$ cat config.mk
export PLATFORM = sky130hd
export DESIGN_NAME = dtr_div
export DESIGN_NICKNAME = d
export VERILOG_FILES = /design/src/rtl/dtr_pkg.sv /design/src/rtl/dtr_div.sv
export SDC_FILE = /design/constraint.sdc
export NUM_CORES = 1
export LEC_CHECK = 0
export ABC_CLOCK_PERIOD_IN_PS = 4500
export BUFFER_PORTS_ARGS = -buffer_cell sky130_fd_sc_hd__buf_2
export CAP_MARGIN = 0
export CELL_PAD_IN_SITES_DETAIL_PLACEMENT = 0
export CELL_PAD_IN_SITES_GLOBAL_PLACEMENT = 1
export CORE_MARGIN = 3
export CORE_UTILIZATION = 41
export CTS_BUF_LIST = sky130_fd_sc_hd__clkbuf_2 sky130_fd_sc_hd__clkbuf_4 sky130_fd_sc_hd__clkbuf_8
export DETAILED_ROUTE_END_ITERATION = 10
export PLACE_DENSITY_LB_ADDON = 0.1
export SLEW_MARGIN = 20
export SYNTH_ARGS = -nofsm -noshare
export SYNTH_HDL_FRONTEND = slang
export SYNTH_SLANG_ARGS = --single-unit
export TNS_END_PERCENT = 100
$ cat constraint.sdc
create_clock -name clk -period 4.5 [get_ports clk]
set_input_delay 0.45 -clock clk [delete_from_list [all_inputs] [get_ports clk]]
set_output_delay 0.45 -clock clk [all_outputs]
set_load 0.01 [all_outputs]
$ cat src/rtl/dtr_pkg.sv
package dtr_pkg;

	typedef enum logic [1:0] {
		OPC_LINE,
		OPC_TRI,
		OPC_READ,
		OPC_NOP
	} opc_t;

	localparam int CW   = 12;
	localparam int DW   = 8;
	localparam int CNTW = 17;
	localparam int NUMW = 31;
	localparam int DENW = 23;
	localparam int QW   = 8;

	typedef struct packed {
		opc_t                  opcode;
		logic signed [CW-1:0]  first_x;
		logic signed [CW-1:0]  first_y;
		logic [DW-1:0]         first_depth;
		logic signed [CW-1:0]  second_x;
		logic signed [CW-1:0]  second_y;
		logic [DW-1:0]         second_depth;
		logic signed [CW-1:0]  third_x;
		logic signed [CW-1:0]  third_y;
		logic [DW-1:0]         third_depth;
		logic [DW-1:0]         color;
	} req_word_t;

	typedef struct packed {
		logic [CNTW-1:0] pixels_written;
		logic [DW-1:0]   read_color;
		logic [DW-1:0]   read_depth;
	} rsp_word_t;

	typedef struct packed {
		logic            start;
		logic [NUMW-1:0] num;
		logic [DENW-1:0] den;
	} div_req_t;

	typedef struct packed {
		logic            busy;
		logic            done;
		logic [QW-1:0]   quo;
		logic [DENW-1:0] rem;
	} div_stat_t;

endpackage

$ cat src/rtl/dtr_div.sv
module dtr_div import dtr_pkg::*; (
	input  logic      clk,
	input  logic      arst_n,
	input  div_req_t  req,
	output div_stat_t stat
);

	logic [NUMW-1:0]      rem_q;
	logic [DENW-1:0]      den_q;
	logic [$clog2(QW)-1:0] k_q;
	logic [QW-1:0]        quo_q;
	logic                 busy_q;
	logic                 done_q;
	logic [NUMW-1:0]      sh;
	logic                 ge;

	assign sh = {{(NUMW-DENW){1'b0}}, den_q} << k_q;
	assign ge = rem_q >= sh;

	always_ff @(posedge clk or negedge arst_n) begin
		if (!arst_n) begin
			busy_q <= 1'b0;
			done_q <= 1'b0;
		end else begin
			done_q <= busy_q && (k_q == '0);
			if (req.start) begin
				rem_q  <= req.num;
				den_q  <= req.den;
				k_q    <= '1;
				quo_q  <= '0;
				busy_q <= 1'b1;
			end else if (busy_q) begin
				if (ge) begin
					rem_q <= rem_q - sh;
				end
				quo_q[k_q] <= ge;
				k_q        <= k_q - 1'b1;
				if (k_q == '0) begin
					busy_q <= 1'b0;
				end
			end
		end
	end

	assign stat.busy = busy_q;
	assign stat.done = done_q;
	assign stat.quo  = quo_q;
	assign stat.rem  = rem_q[DENW-1:0];

	a_start_idle: assert property (@(posedge clk) disable iff (!arst_n)
		req.start |-> !busy_q) else $error("divider restarted while busy");
	a_done_after_busy: assert property (@(posedge clk) disable iff (!arst_n)
		done_q |-> $past(busy_q)) else $error("divider done without work");
	a_rem_below_den: assert property (@(posedge clk) disable iff (!arst_n)
		done_q |-> rem_q < {{(NUMW-DENW){1'b0}}, den_q})
		else $error("divider remainder not reduced");

endmodule

Word level (Yosys, flattened, before mapping)
Cells that the tools add are included.
{"block": "totals", "ff_bits": 67, "inputBits": 57, "output_inout_bits": 33, "word_cells": 30}
{"block": "op_classes", "addsub": 2, "order_cmp": 3, "shift": 1, "n_mux": 11, "n_reduce_logical": 7}
{"cell": "two-way mux 31 bit", "count": 3}
{"cell": "greater-or-equal comparator 31 bit", "count": 1}
{"cell": "left shift 23 x 3 -> 31 bit", "count": 1}
{"cell": "subtractor 31 bit", "count": 1}
{"cell": "bitwise mux 8 bit", "count": 1}
{"cell": "two-way mux 8 bit", "count": 1}
{"cell": "less-than comparator 3 x 4 -> 1 bit (second input constant)", "count": 1}
{"cell": "two-way mux 1 bit", "count": 4}
{"cell": "nonzero test 2 bit", "count": 2}
{"cell": "demux 1 bit (select 3 bit)", "count": 1}
{"cell": "greater-or-equal comparator 3 x 1 -> 1 bit (second input constant)", "count": 1}
{"cell": "logical NOT 3 bit", "count": 1}
{"cell": "two-way mux 3 bit", "count": 1}
{"cell": "AND reduction 3 bit", "count": 1}
{"cell": "subtractor 3 x 1 -> 3 bit (second input constant)", "count": 1}
{"cell": "logical AND 1 bit", "count": 2}
{"cell": "AND reduction 2 bit", "count": 1}

Depth between registers and ports, before layout
Gate-level depths: netlist of the first run.
{"block": "logic_depth", "depth_word": 6, "ltp_mapped": 15, "depth_no_buf": 13}

Worst setup path after synthesis of the first run
Ideal clock, no wire load.
{"block": "synth_timing", "path_kind": "register -> register", "startpoint": "register k_q[0]", "endpoint": "register rem_q[0], enable pin", "setup_ps": 428, "arrival_time_ps": 4477, "required_time_ps": 4072, "setup_slack_ps": -405, "stages_incl_launch_ff": 16, "n_path_buf": 4, "synth_period_minus_slack_ps": 4905, "cell_sequence": "edfxtp_1 > buf_2 > buf_2 > clkbuf_1 > a211oi_1 > a21oi_1 > mux2i_1 > ha_1 > buf_2 > nand4_1 > or3_1 > nor3b_2 > o21ai_2 > a31oi_4 > o21ai_1 > a21boi_1"}
{"block": "synth_between", "elab_chain_len": 4}
{"item": "from (decl)", "line_no": "dtr_div.sv:10", "rtl": "logic [$clog2(QW)-1:0] k_q;"}
{"item": "from (signal assigned)", "line_no": "dtr_div.sv:37", "rtl": "k_q <= k_q - 1'b1;"}
{"item": "left shift 23 x 3 -> 31 bit", "line_no": "dtr_div.sv:17", "rtl": "assign sh = {{(NUMW-DENW){1'b0}}, den_q} << k_q;"}
{"item": "greater-or-equal comparator 31 bit", "line_no": "dtr_div.sv:18", "rtl": "assign ge = rem_q >= sh;"}
{"item": "nonzero test 2 bit (no line)"}
{"item": "AND reduction 3 bit (no line)"}
{"item": "to (signal assigned)", "line_no": "dtr_div.sv:27", "rtl": "rem_q <= req.num;"}
{"item": "to (signal assigned)", "line_no": "dtr_div.sv:34", "rtl": "rem_q <= rem_q - sh;"}
{"item": "to (decl)", "line_no": "dtr_div.sv:8", "rtl": "logic [NUMW-1:0] rem_q;"}
No other way between the ends.
A chain may end at the register's enable or synchronous reset.

Worst setup path in the final report of the first run
{"block": "layout_timing", "startpoint": "register k_q[1]", "endpoint": "register rem_q[12], enable pin"}
Same word-level chain as after synthesis.

==> results.sh, run 1 <==
export IMPL_status="completed"
export IMPL_first_global_vias=4085
export IMPL_viasPerCell=5.48
export IMPL_initial_core_util_pct=42.6
export IMPL_ioPinCount=90
export IMPL_clk_path_buf_depth=2
export IMPL_max_slew_margin_pct=33.4
export IMPL_hpwlAfterDp_mm=11.2
export IMPL_num_fill_cells=1249
export IMPL_design_core_area_um2=12900
export IMPL_grt_pass1_wl_mm=22.7
export IMPL_timing_critical_path_fanout_max=34
export IMPL_cp_data_required_time_ns=4.55
export IMPL_synthDominantAreaCellType="edfxtp_1"
export IMPL_tightest_slew_ns=0.999
export IMPL_critical_path_slowest_cell="mux4_2"
export IMPL_syn_nets=652
export IMPL_async_flop_share_pct=2.99
export IMPL_powerDensity_nw_per_um2=427
export IMPL_cts_repair_timing_setup_buffer_count=0
export IMPL_kind_of_end_point_of_the_critical_path="flip-flop"
export IMPL_crit_type="flip-flop to flip-flop"
export IMPL_clkSlewWorstSetupHoldPaths_ns=0.08
export IMPL_synthesis_instances=561
export IMPL_min_period_over_period_pct=86.5
export IMPL_die_w_um=122
export IMPL_fmax_mhz=257
export IMPL_floorplan_die_area_um2=14800
export IMPL_clock_insertion_delay_worst_skew_ns=0.37
export IMPL_hp_class="primary input to flip-flop"
export IMPL_cts_htree_levels=3
export IMPL_setup_repair_after_global_routing_missed_its_margin="no"
export IMPL_pins_over_slew_limit=0
export IMPL_grt_ovfl_total=0
export IMPL_drt_total_wl_mm=14.4
export IMPL_clock_sink_count=67
export IMPL_route_detailed_drc=0
export IMPL_number_of_nets_still_failing_antenna_checks_after_routing=0
export IMPL_synth_area_per_cell_um2=9.79
export IMPL_finish_net_count=704
export IMPL_placement_io_buffers=89
export IMPL_synthesis_yosys_warnings=0
export IMPL_ys_flop_type="edfxtp_1"
export IMPL_report_final_setup_viol=0
export IMPL_yosys_cell_types_count=61
export IMPL_worst_ir_drop_vdd_mv=0.179
export IMPL_synth_area_top_cells="edfxtp_1 (36%), ha_1 (7.5%), mux4_2 (4.9%), nand2_1 (4.6%), mux2i_1 (4.6%)"
export IMPL_synthMostInstantiatedCell="nand2_1"
export IMPL_startpoint_type="flip-flop"
export IMPL_crit_path_max_incr_delay_ns=0.57
export IMPL_finalClockSkew_ns=0.00711
export IMPL_edff_count_synth=65
export IMPL_timing_critical_path_arrival_ns=3.94
export IMPL_final_period_minus_worst_setup_slack_ns=3.89
export IMPL_route_detailed_wl_per_inst_um=18.2
export IMPL_hold_violations=0
export IMPL_gp_routability_congestion=0.895
export IMPL_grt_start_max_net_pins=39
export IMPL_power_switching_mw=1.06
export IMPL_synthDominantCellAreaShare_pct=35.5
export IMPL_synth_seq_area_share_pct=36.5
export IMPL_final_hold_worst_slack_ns=0.249
export IMPL_cts_tree="built"
export IMPL_post_route_cells_drive_above_1_share_pct=25.4
export IMPL_grt_antenna_before_repair=0
export IMPL_seq_power_share_pct=32.8
export IMPL_post_cts_resized=0
export IMPL_crit_chain="buf_4 > mux4_2 > mux2i_1 > ha_1 > nand4_1 > or3_1 > nor3b_2 > o21ai_2 > a31oi_4 > o21ai_1 > a21boi_4 > buf_4"
export IMPL_cap_viol_max_count=0
export IMPL_vias=4329
export IMPL_leakage_power_total_nw=2.51
export IMPL_intPower_mw=1.56
export IMPL_postSynthRegisterBits=67
export IMPL_synth_cell_count_leaders="nand2_1 (67), edfxtp_1 (65), a21oi_1 (41), o21ai_0 (41), ha_1 (33)"
export IMPL_rows=41
export IMPL_first_iter_violations=295
export IMPL_die_y_um=122
export IMPL_clock_tree_root_cell="clkbuf_8"
export IMPL_area_growth_syn_to_layout_pct=11.4
export IMPL_p_sw_share_pct=40.5
export IMPL_grtUsageTotal_pct=19.9
export IMPL_setup_tns_ns=0
export IMPL_tritoncts_num_buffers=9
export IMPL_crit_top_cell="buf_4"
export IMPL_antenna_cells_inserted=0
export IMPL_area_of_the_mapped_netlist_um2=5490
export IMPL_logic_gate_share_of_total_power_pct=46.7
export IMPL_drtPass1Iterations=5
export IMPL_portion_of_total_power_attributed_to_the_clock_network_pct=20.5
## final timing paths
check                              start   endpoint  slack, ns  cells past startpoint
worst max-delay path              k_q[1]  rem_q[12]       0.61                     12
worst min-delay path             req[22]  den_q[22]       0.25                      1
worst max register to register    k_q[1]  rem_q[12]       0.61                     12
worst min register to register  quo_q[3]   quo_q[3]       0.70                      2
max in group asynchronous         arst_n     done_q       3.71                      2
min in group asynchronous         arst_n     busy_q       0.53                      2
## power by group through the flow
stage               registers (mW)  logic, mW  clock network (mW)
finish                       0.857       1.22               0.537
global route                 0.868       1.35               0.575
CTS                          0.860       1.22               0.552
floorplan                    0.851      0.959                   0
detailed placement           0.873       1.21                   0
global placement             0.873       1.21                   0
## metrics by stage
step           area (um2)  power (mW)  worst slack (ns)  util, %  std cells
2_1_floorplan        5500        1.81             0.240        -        561
3_3_place_gp         5910        2.08             0.680     45.9        773
3_5_place_dp         5910        2.08             0.613     45.9        773
4_1_cts              6120        2.63             0.579     47.5        790
5_1_grt              6120        2.80             0.328     47.5        790
6_report             6120        2.61             0.608     47.5        790
## worst max-delay path: cells and delay by family, from the launching register on
kind | cells | cell delay (ns)
AO/OA/AOI/OAI | 4 | 0.66
adder cells (fa/ha/maj) | 1 | 0.31
buffers and inverters | 2 | 0.65
flip-flops | 1 | 0.36
multiplexers | 2 | 0.80
AND/OR/NAND/NOR | 3 | 0.77
## what timing repair did
action / in CTS / in global routing
endpoints found under the setup margin: 0 / 0
hold buffers: 1 / 0
endpoints found under the hold margin: 2 / 0
## kinds of logic after synthesis
| logic type | count (synthesis) | synth area share, % |
|---|---|---|
| DFF | 67 | 36.5 |
| AOI/OAI and AO/OA | 158 | 20.2 |
| buffers and inverters | 72 | 6.90 |
| xor gates and xnor gates | 25 | 3.99 |
| and+or+nand+nor | 163 | 14.1 |
| adders and majority gates | 34 | 7.88 |
| muxes | 42 | 10.5 |
## layout make-up
cell class / count / area [um2] / area share [%]
Multi-Input combinational cell: 422 / 3120 / 51.0
Clock buffer: 9 / 124 / 2.02
Inverter: 16 / 60.1 / 0.981
Sequential cell: 67 / 2000 / 32.7
Clock inverter: 7 / 76.3 / 1.25
Tap cell: 172 / 215 / 3.52
Timing Repair Buffer: 97 / 520 / 8.51
## metal layers
layer	GRT usage [%]	share of wire (%)	vias to the layer above	wire length [um]
met5	0	0	-	0
met4	6.09	1.4	0	200
met3	2.83	3.8	15	549
met2	30.7	45	102	6520
met1	29.0	49	2045	7090
li1	-	-	2167	-
## state kept, by name, indices dropped and copies added (netlist names)
register  cells
rem_q        31
den_q        23
quo_q         8
k_q           3
busy_q        1
done_q        1
## layout by cell type, fill, tap and decap left out, types with 8 or more instances in the layout
master,Yosys,layout
ha_1,33,33
a211oi_2,8,8
a21o_1,17,17
nor3_1,8,8
nand2_1,67,67
o21ai_0,41,41
nor2_1,31,31
mux4_2,12,12
clkbuf_8,0,9
xnor2_1,15,15
xor2_1,10,10
nand3_1,10,10
inv_1,15,15
nand4_1,10,10
buf_2,12,89
and3_1,8,8
edfxtp_1,65,65
a21oi_1,41,41
mux2i_1,25,25
Note: power is estimated with default switching activity, not from simulation.
==> run 2: changes to the inputs <==
- MAX_ROUTING_LAYER: not set -> met4
- RECOVER_POWER: not set -> 50
==> run 2 against run 1 <==
Total power is 2.4% lower; clock-buffer cell count did not move; clock power decreased by 10%; register-to-register slack gained 0.02 ns; global-route usage grew 0.52 points; non-clock buffer count unchanged; sequential power about the same; maximum frequency is 0.62% higher; the run now ends with max-capacitance violations, max-slew violations left; critical path type unchanged; routed wire length rose by 0.40%; largest power group unchanged; first-iteration DRC count grew 7.8%.
==> results.sh, run 2 (synthesis gave the netlist of run 1 again) <==
export IMPL_drtPass1Iterations=5
export IMPL_worst_ir_drop_vdd_mv=0.148
export IMPL_reg_largest_list="rem_q (31), den_q (23), quo_q (8)"
export IMPL_hpwlAfterDp_mm=11.2
export IMPL_timing_critical_path_fanout_max=34
export IMPL_clk_path_buf_depth=2
export IMPL_floorplan_die_area_um2=14800
export IMPL_min_period_over_period_pct=86.0
export IMPL_first_global_vias=4193
export IMPL_timing_critical_path_arrival_ns=3.91
export IMPL_finalInstanceArea_um2=6040
export IMPL_final_cell_mix="nand2_1 (67), edfxtp_1 (65), buf_2 (54)"
export IMPL_finalClockSkew_ns=0.0142
export IMPL_failing_checks="max-capacitance violations, max-slew violations"
export IMPL_startpoint_type="flip-flop"
export IMPL_max_slew_margin_pct=-17.4
export IMPL_clkSlewWorstSetupHoldPaths_ns=0.08
export IMPL_num_fill_cells=1291
export IMPL_multiInputGateArea_um2=3120
export IMPL_cp_data_required_time_ns=4.55
export IMPL_placed_area_um2=5910
export IMPL_clock_tree_root_cell="clkbuf_8"
export IMPL_tightest_slew_ns=1.76
export IMPL_cts_tree="built"
export IMPL_design_core_area_um2=12900
export IMPL_reg2reg_depth=12
export IMPL_post_cts_resized=0
export IMPL_clock_insertion_delay_worst_skew_ns=0.38
export IMPL_timing_rr_start="k_q[1]"
export IMPL_finish_net_count=704
export IMPL_largest_register="rem_q"
export IMPL_tritoncts_num_buffers=9
export IMPL_pins_over_slew_limit=39
export IMPL_clock_sink_count=67
export IMPL_hold_path_endpoint="den_q[0]"
export IMPL_cts_htree_levels=3
export IMPL_placement_io_buffers=89
export IMPL_post_route_cells_drive_above_1_share_pct=19.4
export IMPL_hold_violations=0
export IMPL_number_of_nets_still_failing_antenna_checks_after_routing=0
export IMPL_vias=4289
export IMPL_grt_antenna_before_repair=0
export IMPL_worst_r2r_endpoint="rem_q[18]"
export IMPL_hp_class="primary input to flip-flop"
export IMPL_cells_on_worst_hold_path=1
export IMPL_timing_hold_worst_start="req[0]"
export IMPL_route_detailed_wl_per_inst_um=18.3
export IMPL_grt_start_max_net_pins=39
export IMPL_setup_tns_ns=0
export IMPL_largest_reg_flops=31
export IMPL_viasPerCell=5.43
export IMPL_grt_pass1_wl_mm=22.6
export IMPL_final_period_minus_worst_setup_slack_ns=3.87
export IMPL_first_iter_violations=318
export IMPL_crit_type="flip-flop to flip-flop"
export IMPL_initial_core_util_pct=42.6
export IMPL_die_y_um=122
export IMPL_fmax_mhz=259
export IMPL_grtUsageTotal_pct=20.4
export IMPL_antenna_cells_inserted=0
export IMPL_leakage_power_total_nw=2.39
export IMPL_status="finished, violations left"
export IMPL_cap_viol_max_count=1
export IMPL_powerDensity_nw_per_um2=422
export IMPL_route_detailed_drc=0
export IMPL_ioPinCount=90
export IMPL_layout_commonest_cell="nand2_1"
export IMPL_report_final_setup_viol=0
export IMPL_kind_of_end_point_of_the_critical_path="flip-flop"
export IMPL_reg2reg_slack_ns=0.63
export IMPL_grt_ovfl_total=0
export IMPL_setup_repair_after_global_routing_missed_its_margin="no"
export IMPL_die_w_um=122
export IMPL_seq_area_um2=2000
export IMPL_area_growth_syn_to_layout_pct=10.1
export IMPL_drt_total_wl_mm=14.4
export IMPL_rows=41
export IMPL_gp_routability_congestion=0.909
## run 2: cell count changes in the layout (fill, tap and decap cells not counted), sizes merged
cell,before,now
buf,96,59
bufinv,1,0
clkbuf,9,46
clkinv,3,5
clkinvlp,2,1
## run 2: report_power, final
part / total [mW] / leakage (nW) / switching, mW / internal [mW]
sequential: 0.860 / 0.649 / 0.0567 / 0.804
clock: 0.481 / 0.0900 / 0.278 / 0.204
combinational: 1.21 / 1.65 / 0.729 / 0.481
total: 2.55 / 2.39 / 1.06 / 1.49
## run 2: worst max path at each step
stage	start	end	slack [ns]	cells past startpoint
2_1_floorplan	k_q[0]	rem_q[0]	0.24	15
3_3_place_gp	k_q[1]	rem_q[13]	0.68	12
3_5_place_dp	k_q[1]	rem_q[12]	0.65	12
4_1_cts	k_q[1]	rem_q[18]	0.63	12
5_1_grt	k_q[1]	rem_q[18]	0.37	12
6_report	k_q[1]	rem_q[18]	0.63	12
## run 2: area by class of cell
type / count / area share (%)
multi-input cells: 422 / 51.6
flip-flops and latches: 67 / 33.1
inverters: 16 / 0.994
clock inverters: 7 / 0.869
clock buffers: 9 / 2.05
repair buffers: 97 / 7.76
well taps: 172 / 3.56
## run 2: routing by layer
metal  vias up  wire length, um  global-route usage, %
met5         -                0                      -
met4         0              215                   6.09
li1       2164                -                      -
met1      1990             7000                   28.3
met2       121             6510                   30.9
met3        14              688                   3.30
## run 2: critical path, stage by stage (launching register included)
cell and delay, ns:
edfxtp_1 0.36, buf_4 0.33, mux4_2 0.58, mux2i_1 0.19, ha_1 0.30, nand4_1 0.21
or3_1 0.38, nor3b_2 0.19, o21ai_2 0.13, a31oi_4 0.22, o21ai_1 0.12, a21boi_4 0.18
buf_4 0.31
## run 2: stage by stage
stage | worst slack [ns] | util (%) | cells | total power [mW] | hold WS, ns
after detailed placement | 0.652 | 45.9 | 773 | 2.08 | 0.376
after floorplan | 0.240 | - | 561 | 1.81 | 0.154
after global placement | 0.681 | 45.9 | 773 | 2.08 | 0.375
after CTS | 0.628 | 47.3 | 790 | 2.57 | 0.239
after global routing | 0.368 | 46.9 | 790 | 2.73 | 0.240
final | 0.632 | 46.9 | 790 | 2.55 | 0.246
## run 2: repair_timing
item,in CTS,in global routing
setup endpoints to repair,0,0
hold buffers,1,0
setup buffers,0,0
endpoints found under the hold margin,2,0
